--- config.mk ---
export PLATFORM = sky130hd
export DESIGN_NAME = mqtt_publish_deframer_top
export DESIGN_NICKNAME = d
export VERILOG_FILES = /design/src/rtl/mpd_pkg.sv /design/src/rtl/mpd_cfg.sv /design/src/rtl/mpd_parse.sv /design/src/rtl/mpd_outbuf.sv /design/src/rtl/mqtt_publish_deframer_top.sv
export VERILOG_INCLUDE_DIRS = /design/src /design/src/rtl
export SDC_FILE = /design/constraint.sdc
export NUM_CORES = 1
export LEC_CHECK = 0
export BUFFER_PORTS_ARGS = -buffer_cell sky130_fd_sc_hd__clkbuf_2
export CAP_MARGIN = 20
export CORE_MARGIN = 2
export CORE_UTILIZATION = 50
export DETAILED_ROUTE_END_ITERATION = 7
export PLACE_DENSITY = 0.69
export SYNTH_ARGS = -nofsm -noshare
export SYNTH_HDL_FRONTEND = slang
export SYNTH_HIERARCHICAL = 1
export SYNTH_SLANG_ARGS = --single-unit
export TNS_END_PERCENT = 100
--- constraint.sdc ---
create_clock -name clk -period 4.65 [get_ports clk]
set_input_delay 0.2325 -clock clk [delete_from_list [all_inputs] [get_ports clk]]
set_output_delay 0.2325 -clock clk [all_outputs]
set_load 0.05 [all_outputs]
--- src/rtl/assert_macros.svh ---
// ----------------------------------------------------------------------------
// assert_macros.svh
// Concurrent assertion helpers, clocked on clk and disabled during rst.
// ----------------------------------------------------------------------------
`ifndef ASSERT_MACROS_SVH
`define ASSERT_MACROS_SVH

// prop must hold at every clock edge outside reset
`define MPD_ASSERT(lbl, prop, msg) \
  lbl: assert property (@(posedge clk) disable iff (rst) (prop)) else $error(msg);

// expr must never be true outside reset
`define MPD_NEVER(lbl, expr, msg) \
  `MPD_ASSERT(lbl, !(expr), msg)

`endif

--- src/rtl/mpd_pkg.sv ---
// ----------------------------------------------------------------------------
// mpd_pkg
// Shared types and constants of the MQTT PUBLISH deframer.
// ----------------------------------------------------------------------------
package mpd_pkg;

  localparam int CNT_W   = 28;   // remaining length width
  localparam int TLEN_W  = 16;   // topic length width

  localparam logic [27:0] OVERSIZE_RESET   = 28'd65536;
  localparam logic [15:0] TOPIC_KEEP_RESET = 16'd255;
  localparam logic [3:0]  TYPE_PUBLISH     = 4'h3;

  // configuration register indexes
  localparam logic REG_OVERSIZE   = 1'b0;
  localparam logic REG_TOPIC_KEEP = 1'b1;

  typedef enum logic [2:0] {
    PH_HEADER  = 3'd0,
    PH_LENGTH  = 3'd1,
    PH_DRAIN   = 3'd2,
    PH_TLEN_HI = 3'd3,
    PH_TLEN_LO = 3'd4,
    PH_TOPIC   = 3'd5,
    PH_PID     = 3'd6,
    PH_PAYLOAD = 3'd7
  } phase_t;

  typedef enum logic [1:0] {
    KIND_FRAME = 2'd0,
    KIND_TOPIC = 2'd1,
    KIND_PAY   = 2'd2,
    KIND_ERR   = 2'd3
  } kind_t;

  typedef struct packed {
    logic [CNT_W-1:0]  oversize_limit;
    logic [TLEN_W-1:0] topic_keep_limit;
  } cfg_t;

  typedef struct packed {
    logic [7:0] data;
    kind_t      kind;
    logic       msg_end;
  } res_t;

endpackage

--- src/rtl/mpd_cfg.sv ---
// ----------------------------------------------------------------------------
// mpd_cfg
// Configuration register file: oversize limit and topic keep limit.
// ----------------------------------------------------------------------------
module mpd_cfg (
  input  logic                clk,
  input  logic                rst,
  input  logic                cfg_valid,
  output logic                cfg_ready,
  input  logic                cfg_index,
  input  logic [27:0]         cfg_data,
  output mpd_pkg::cfg_t       cfg
);
  import mpd_pkg::*;

  logic [CNT_W-1:0]  oversize_limit;
  logic [TLEN_W-1:0] topic_keep_limit;

  assign cfg_ready = 1'b1;

  always_ff @(posedge clk) begin
    if (rst) begin
      oversize_limit   <= OVERSIZE_RESET;
      topic_keep_limit <= TOPIC_KEEP_RESET;
    end else if (cfg_valid && cfg_ready) begin
      unique case (cfg_index)
        REG_OVERSIZE:   oversize_limit   <= cfg_data;
        REG_TOPIC_KEEP: topic_keep_limit <= cfg_data[TLEN_W-1:0];
      endcase
    end
  end

  assign cfg.oversize_limit   = oversize_limit;
  assign cfg.topic_keep_limit = topic_keep_limit;

endmodule

--- src/rtl/mpd_parse.sv ---
// ----------------------------------------------------------------------------
// mpd_parse
// Per-byte parse state machine; produces one tagged result per byte.
// ----------------------------------------------------------------------------
module mpd_parse #(
  parameter int MAX_LENGTH_BYTES = 4
) (
  input  logic           clk,
  input  logic           rst,
  input  logic           step,
  input  logic [7:0]     rx_byte,
  input  mpd_pkg::cfg_t  cfg,
  output mpd_pkg::res_t  res
);
  import mpd_pkg::*;
  `include "assert_macros.svh"

  phase_t            phase, phase_next;
  logic [7:0]        header_byte, header_byte_next;
  logic [1:0]        length_idx, length_idx_next;
  logic [CNT_W-1:0]  remaining, remaining_next;
  logic [TLEN_W-1:0] topic_length, topic_length_next;
  logic [TLEN_W-1:0] topic_pos, topic_pos_next;
  logic              deliver, deliver_next;

  logic              consumed;
  logic [CNT_W-1:0]  cnt_dec;
  logic              pkt_done;
  logic [CNT_W-1:0]  len_add;
  logic [CNT_W-1:0]  len_sum;
  logic              len_last_slot;
  logic              qos_nz;
  logic [TLEN_W-1:0] tlen_full;
  logic [TLEN_W:0]   tlen_need;
  logic [CNT_W-1:0]  rest;
  logic              topic_fits;
  logic [TLEN_W-1:0] topic_pos_inc;
  phase_t            phase_after_topic;

  assign consumed = (phase != PH_HEADER) && (phase != PH_LENGTH);
  assign cnt_dec  = (remaining != '0) ? remaining - CNT_W'(1) : '0;
  assign pkt_done = consumed && (cnt_dec == '0);
  assign qos_nz   = header_byte[2:1] != 2'b00;

  // 7-bit length groups, least significant first
  always_comb begin
    case (length_idx)
      2'd0:    len_add = {21'd0, rx_byte[6:0]};
      2'd1:    len_add = {14'd0, rx_byte[6:0], 7'd0};
      2'd2:    len_add = {7'd0, rx_byte[6:0], 14'd0};
      default: len_add = {rx_byte[6:0], 21'd0};
    endcase
  end
  assign len_sum       = remaining + len_add;
  assign len_last_slot = ({1'b0, length_idx} + 3'd1) >= 3'(MAX_LENGTH_BYTES);

  assign tlen_full  = {topic_length[15:8], rx_byte};
  assign tlen_need  = {1'b0, tlen_full} + (qos_nz ? 17'd2 : 17'd0);
  assign rest       = remaining - CNT_W'(1);
  assign topic_fits = !({11'd0, tlen_need} > rest);

  assign topic_pos_inc     = topic_pos + TLEN_W'(1);
  assign phase_after_topic = qos_nz ? PH_PID : PH_PAYLOAD;

  // next state
  always_comb begin
    phase_next        = phase;
    header_byte_next  = header_byte;
    length_idx_next   = length_idx;
    remaining_next    = remaining;
    topic_length_next = topic_length;
    topic_pos_next    = topic_pos;
    deliver_next      = deliver;
    unique case (phase)
      PH_HEADER: begin
        header_byte_next = rx_byte;
        length_idx_next  = '0;
        remaining_next   = '0;
        deliver_next     = 1'b0;
        phase_next       = PH_LENGTH;
      end
      PH_LENGTH: begin
        remaining_next = len_sum;
        if (rx_byte[7]) begin
          if (len_last_slot) begin
            remaining_next  = '0;
            length_idx_next = '0;
            phase_next      = PH_HEADER;
          end else begin
            length_idx_next = length_idx + 2'd1;
          end
        end else begin
          length_idx_next = '0;
          if (len_sum == '0)                          phase_next = PH_HEADER;
          else if (len_sum > cfg.oversize_limit)      phase_next = PH_DRAIN;
          else if (header_byte[7:4] != TYPE_PUBLISH)  phase_next = PH_DRAIN;
          else if (len_sum < CNT_W'(2))               phase_next = PH_DRAIN;
          else                                        phase_next = PH_TLEN_HI;
        end
      end
      PH_DRAIN: ;
      PH_TLEN_HI: begin
        topic_length_next = {rx_byte, 8'd0};
        phase_next        = PH_TLEN_LO;
      end
      PH_TLEN_LO: begin
        topic_length_next = tlen_full;
        topic_pos_next    = '0;
        if (!topic_fits) begin
          deliver_next = 1'b0;
          phase_next   = PH_DRAIN;
        end else begin
          deliver_next = 1'b1;
          if (tlen_full != '0) begin
            phase_next = PH_TOPIC;
          end else begin
            length_idx_next = '0;
            phase_next      = phase_after_topic;
          end
        end
      end
      PH_TOPIC: begin
        topic_pos_next = topic_pos_inc;
        if (topic_pos_inc >= topic_length) begin
          length_idx_next = '0;
          phase_next      = phase_after_topic;
        end
      end
      PH_PID: begin
        if (length_idx == 2'd1) begin
          length_idx_next = '0;
          phase_next      = PH_PAYLOAD;
        end else begin
          length_idx_next = length_idx + 2'd1;
        end
      end
      PH_PAYLOAD: ;
    endcase
    if (consumed) begin
      remaining_next = cnt_dec;
    end
    if (pkt_done) begin
      deliver_next    = 1'b0;
      length_idx_next = '0;
      phase_next      = PH_HEADER;
    end
  end

  // result
  always_comb begin
    res.data    = rx_byte;
    res.kind    = KIND_FRAME;
    res.msg_end = 1'b0;
    unique case (phase)
      PH_LENGTH:  if (rx_byte[7] && len_last_slot) res.kind = KIND_ERR;
      PH_TOPIC:   if (topic_pos < cfg.topic_keep_limit) res.kind = KIND_TOPIC;
      PH_PAYLOAD: res.kind = KIND_PAY;
      default:    res.kind = KIND_FRAME;
    endcase
    if (pkt_done) begin
      res.msg_end = (phase == PH_TLEN_LO) ? topic_fits : deliver;
    end
  end

  always_ff @(posedge clk) begin
    if (rst) begin
      phase        <= PH_HEADER;
      header_byte  <= '0;
      length_idx   <= '0;
      remaining    <= '0;
      topic_length <= '0;
      topic_pos    <= '0;
      deliver      <= 1'b0;
    end else if (step) begin
      phase        <= phase_next;
      header_byte  <= header_byte_next;
      length_idx   <= length_idx_next;
      remaining    <= remaining_next;
      topic_length <= topic_length_next;
      topic_pos    <= topic_pos_next;
      deliver      <= deliver_next;
    end
  end

  `MPD_ASSERT(a_len_idx_range, (phase != PH_LENGTH || ({1'b0, length_idx} < 3'(MAX_LENGTH_BYTES))), "length index past limit")
  `MPD_ASSERT(a_header_clean, (phase != PH_HEADER || (length_idx == '0 && !deliver)), "header phase with stale state")
  `MPD_ASSERT(a_pid_delivers, (phase != PH_PID || deliver), "packet id phase without delivery")
  `MPD_ASSERT(a_body_count, (!consumed || remaining != '0), "body byte with zero count")

endmodule

--- src/rtl/mpd_outbuf.sv ---
// ----------------------------------------------------------------------------
// mpd_outbuf
// Result register plus skid entry; decouples input stall from output stall.
// ----------------------------------------------------------------------------
module mpd_outbuf (
  input  logic           clk,
  input  logic           rst,
  input  logic           push,
  input  mpd_pkg::res_t  push_res,
  output logic           full,
  output logic           out_valid,
  input  logic           out_stall,
  output mpd_pkg::res_t  out_res
);
  import mpd_pkg::*;
  `include "assert_macros.svh"

  logic main_valid;
  logic skid_valid;
  res_t main_res;
  res_t skid_res;
  logic pop;

  assign pop       = main_valid && !out_stall;
  assign full      = skid_valid;
  assign out_valid = main_valid;
  assign out_res   = main_res;

  always_ff @(posedge clk) begin
    if (rst) begin
      main_valid <= 1'b0;
      skid_valid <= 1'b0;
    end else if (pop || !main_valid) begin
      if (skid_valid) begin
        main_valid <= 1'b1;
        skid_valid <= 1'b0;
      end else begin
        main_valid <= push;
      end
    end else if (push) begin
      skid_valid <= 1'b1;
    end
  end

  always_ff @(posedge clk) begin
    if (pop || !main_valid) begin
      main_res <= skid_valid ? skid_res : push_res;
    end else if (push) begin
      skid_res <= push_res;
    end
  end

  `MPD_ASSERT(a_skid_needs_main, (!skid_valid || main_valid), "skid entry without main entry")
  `MPD_ASSERT(a_skid_drains, ((skid_valid && !out_stall) |=> (main_valid && !skid_valid)), "skid entry not moved up")
  `MPD_NEVER(a_no_push_full, (push && skid_valid), "push into full buffer")

endmodule

--- src/rtl/mqtt_publish_deframer_top.sv ---
// ----------------------------------------------------------------------------
// Each accepted byte is registered in the result register or the skid entry.
// Throughput: one byte per cycle unless in_stall; one parse update per byte.
// in_stall rises only when both output entries are full (out_stall held).
// Reset (rst, synchronous): parse restarts at a fixed header byte, output
// buffer empties, oversize_limit = 65536 and topic_keep_limit = 255.
// ----------------------------------------------------------------------------
// mqtt_publish_deframer_top
// Streams a received MQTT byte stream; tags PUBLISH topic and payload bytes.
// ----------------------------------------------------------------------------
module mqtt_publish_deframer_top #(
  parameter int MAX_LENGTH_BYTES = 4   // remaining length bytes, 1 to 4
) (
  input  logic        clk,
  input  logic        rst,
  // input byte channel
  input  logic        in_valid,
  output logic        in_stall,
  input  logic [7:0]  rx_byte,
  // result channel
  output logic        out_valid,
  input  logic        out_stall,
  output logic [7:0]  out_byte,
  output logic [1:0]  byte_kind,
  output logic        message_end,
  // configuration write channel
  input  logic        cfg_valid,
  output logic        cfg_ready,
  input  logic        cfg_index,
  input  logic [27:0] cfg_data
);
  import mpd_pkg::*;

  cfg_t cfg;
  res_t step_res;
  res_t out_res;
  logic buf_full;
  logic step;

  // A byte is taken whenever the skid entry is free; the parse state
  // advances on exactly those edges.
  assign in_stall = buf_full;
  assign step     = in_valid && !in_stall;

  mpd_cfg u_cfg (
    .clk       (clk),
    .rst       (rst),
    .cfg_valid (cfg_valid),
    .cfg_ready (cfg_ready),
    .cfg_index (cfg_index),
    .cfg_data  (cfg_data),
    .cfg       (cfg)
  );

  // header / length / topic / packet id / payload sequencing
  mpd_parse #(
    .MAX_LENGTH_BYTES (MAX_LENGTH_BYTES)
  ) u_parse (
    .clk     (clk),
    .rst     (rst),
    .step    (step),
    .rx_byte (rx_byte),
    .cfg     (cfg),
    .res     (step_res)
  );

  // result register with one skid entry behind it
  mpd_outbuf u_outbuf (
    .clk       (clk),
    .rst       (rst),
    .push      (step),
    .push_res  (step_res),
    .full      (buf_full),
    .out_valid (out_valid),
    .out_stall (out_stall),
    .out_res   (out_res)
  );

  assign out_byte    = out_res.data;
  assign byte_kind   = out_res.kind;
  assign message_end = out_res.msg_end;

endmodule
==> flow_metrics.py <==
metrics = {
    "status": {
        "status": "finished clean",
    },
    "layout": {
        "fin_util": 0.5752,
        "drive_gt1_frac": 0.1613,
        "num_antenna_cells": 0,
        "regArea_um2": 3028,
        "fin_cells": 1767,
        "syn_to_final_growth_pct": 13.16,
        "postLayoutCellArea_um2": 12980,
        "multiInputGateArea_um2": 7849,
        "fillers": 2063,
        "nNetsFinal": 1621,
    },
    "placed_design": {
        "post-place-cells": 1721,
        "numPortBuffers": 54,
        "preCtsSetupSlack_ns": -0.1189,
        "dpl_cell_area_um2": 12070,
        "place_congestion": 0.9798,
        "dp_hpwl_um": 25500,
    },
    "yosys": {
        "yosysWarningCount": 6,
        "yosysMostFrequentCell": "dfxtp_1",
        "synth_largest_area_cell": "dfxtp_1",
        "synth_top_area_frac": 0.2059,
        "synth_edf_count": 22,
        "synth_area_um2": 11470,
        "seq_area_frac_synth": 0.2635,
        "synth.ff_latch_count": 140,
        "avgSynthCellArea_um2": 8.108,
        "synth_common_cells": "118 x dfxtp_1, 113 x nor2_1, 109 x ha_1, 104 x nand2_1, 94 x a21oi_1",
        "synth_cells": 1415,
        "synth_cell_types": 90,
        "async_reset_ff_frac": 0,
        "synth_area_leaders": "dfxtp_1 21%, ha_1 12%, edfxtp_1 5.8%",
        "syn_nets": 1567,
        "synth_flop_cell": "dfxtp_1",
    },
    "setup_path": {
        "critPathKind": "flop to flop",
        "crit_arrival_ns": 4.81,
        "endpoint_kind": "flop",
        "cp_common_cell": "buf_4",
        "crit_path_max_incr_delay_ns": 0.41,
        "cp_num_buf_inv": 9,
        "critPathRequiredTime_ns": 4.95,
        "critPathLaunchType": "flop",
        "crit_family": "compound AO/OA/AOI/OAI gates",
        "crit_chain": "inv_2 -> ha_2 -> nor2b_4 -> buf_4 -> and2_1 -> ha_2 -> a21o_1 -> a221oi_4 -> buf_4 -> o21a_1 -> o21ai_2 -> xnor2_2 -> buf_4 -> buf_4 -> buf_4 -> buf_4 -> buf_4 -> buf_4 -> or4bb_1 -> a2111oi_2 -> nand4_1 -> o211ai_1 -> o21ai_1",
        "worst-path-max-fanout": 6,
        "crit_slowest_cell": "or4bb_1",
    },
    "clock_network": {
        "cts-root-buf": "clkbuf_16",
        "ctsLongestPathBuffers": 2,
        "clock-sinks": 140,
        "clk_pin_slew_ns": 0.07,
        "clkLatencyLatePin_ns": 0.43,
        "cts_tree": "built",
        "ctsHoldBuffers": 0,
        "cts_htree_levels": 4,
        "cts_made_buffers": 17,
    },
    "timing": {
        "timing.hold.ws_ns": 0.06500,
        "skew_ns": 0.01254,
        "worst_pin_slew_ns": 1.073,
        "max_slew_margin": 0.2756,
        "fmax_mhz": 221.7,
        "min_period_over_period": 0.9700,
        "hold_viol": 0,
        "fin_ws_ns": 0.1393,
        "period_needed_ns": 4.511,
        "finalSetupViolCount": 0,
        "tns_ns": 0,
        "slew_violations": 0,
    },
    "floorplan": {
        "die-area_um2": 24170,
        "core_um2": 22570,
        "rows": 55,
        "ioPinCount": 56,
        "start_util": 0.5083,
        "die_h_um": 155.5,
        "fp.dieW_um": 155.5,
    },
    "power_and_ir_drop": {
        "p_per_area_nw_per_um2": 306.7,
        "total_power_mw": 3.981,
        "cellLeakagePower_nw": 5.513,
        "ir_drop_mv": 0.2495,
    },
    "drt": {
        "vias": 10736,
        "wl_per_cell_um": 19.29,
        "ant_nets": 0,
        "drc_errors": 0,
        "firstDrtPassIters": 5,
        "drtIter0Drc": 947,
        "vias_per_cell": 6.076,
        "wl_um": 34080,
    },
    "global_routing": {
        "grt_overflow": 0,
        "grt_pass1_wl_um": 54010,
        "grt_pass1_vias": 9923,
        "groute.usage.overall": 0.2806,
        "antenna_found_initial": 0,
        "grt_max_degree": 101,
    },
    "job": {
        "maxCapViolations": 0,
    },
    "worst_hold_path": {
        "hold_path.class": "input pin to flop",
    },
}
==> tightest hold or removal path: cells and delay by family <==
family,cells,cell delay (ns)
buf+inv,1,0.09
simple gates,1,0.07
compound gates,1,0.05
==> logic make-up (layout without fill, tap and decap cells) <==
kind of cell,after synthesis,count (layout),synth area share
adders and majority gates,112,112,0.1224
DFF,140,140,0.2635
muxes,37,37,0.03664
AOI/OAI and AO/OA,348,348,0.1987
xor gates and xnor gates,70,70,0.05344
buffers and inverters,177,244,0.06958
and+or+nand+nor,530,530,0.2554
other,1,1,0.0003269
==> power breakdown <==
| group | switching [mW] | internal (mW) |
|---|---|---|
| clock | 0.640 | 0.823 |
| sequential | 0.0750 | 1.29 |
| combinational | 0.692 | 0.463 |
==> path summary, 6_finish.rpt <==
kind         cells past startpoint                        end                       from  slack (ns)
max                             23           u_parse/phase[1]      u_parse/length_idx[0]        0.14
min                              3   u_cfg/oversize_limit[24]               cfg_data[24]        0.06
max reg2reg                     23           u_parse/phase[1]      u_parse/length_idx[0]        0.14
min reg2reg                      1  u_cfg/topic_keep_limit[6]  u_cfg/topic_keep_limit[6]        0.47
==> routing by layer <==
| metal | vias to the layer above | wire length [um] | global-route usage |
|---|---|---|---|
| met3 | 46 | 2375 | 0.04150 |
| met2 | 418 | 15300 | 0.4399 |
| met1 | 5053 | 15580 | 0.3993 |
| met4 | 0 | 828 | 0.08432 |
| met5 | - | 0 | 0 |
| li1 | 5219 | - | - |
==> layout by cell type, fill, tap and decap left out, types with 49 or more instances in the layout <==
master    instances
nand2_1         104
o21ai_0          55
clkbuf_2         54
dfxtp_1         116
nand2b_1         49
a21oi_1          86
ha_1            102
inv_1            86
nor2_1          112
buf_4            69
==> registers in the layout, indices dropped and copies added (netlist names) <==
name and flops:
u_cfg/oversize_limit 28, u_parse/remaining 28, u_cfg/topic_keep_limit 16, u_parse/topic_length 16, u_parse/topic_pos 16, u_outbuf/out_res 11, u_outbuf/skid_res 11, u_parse/header_byte 6
u_parse/phase 3, u_parse/length_idx 2, u_outbuf/full 1, u_outbuf/out_valid 1, u_parse/deliver 1
==> final cells by class <==
cell class,instances,area share
clock buffer,17,0.03277
clock inverter,15,0.01465
inverter,88,0.02544
multi-input combinational,1098,0.6046
sequential,140,0.2332
tap,285,0.02747
timing repair buffer,124,0.06187
==> timing repair <==
action	in CTS	in global routing
setup endpoints to repair	1	2
pin swaps	5	25
resized for setup	9	41
buffers inserted	5	8
No activity file was read; power rests on OpenSTA's default activity.
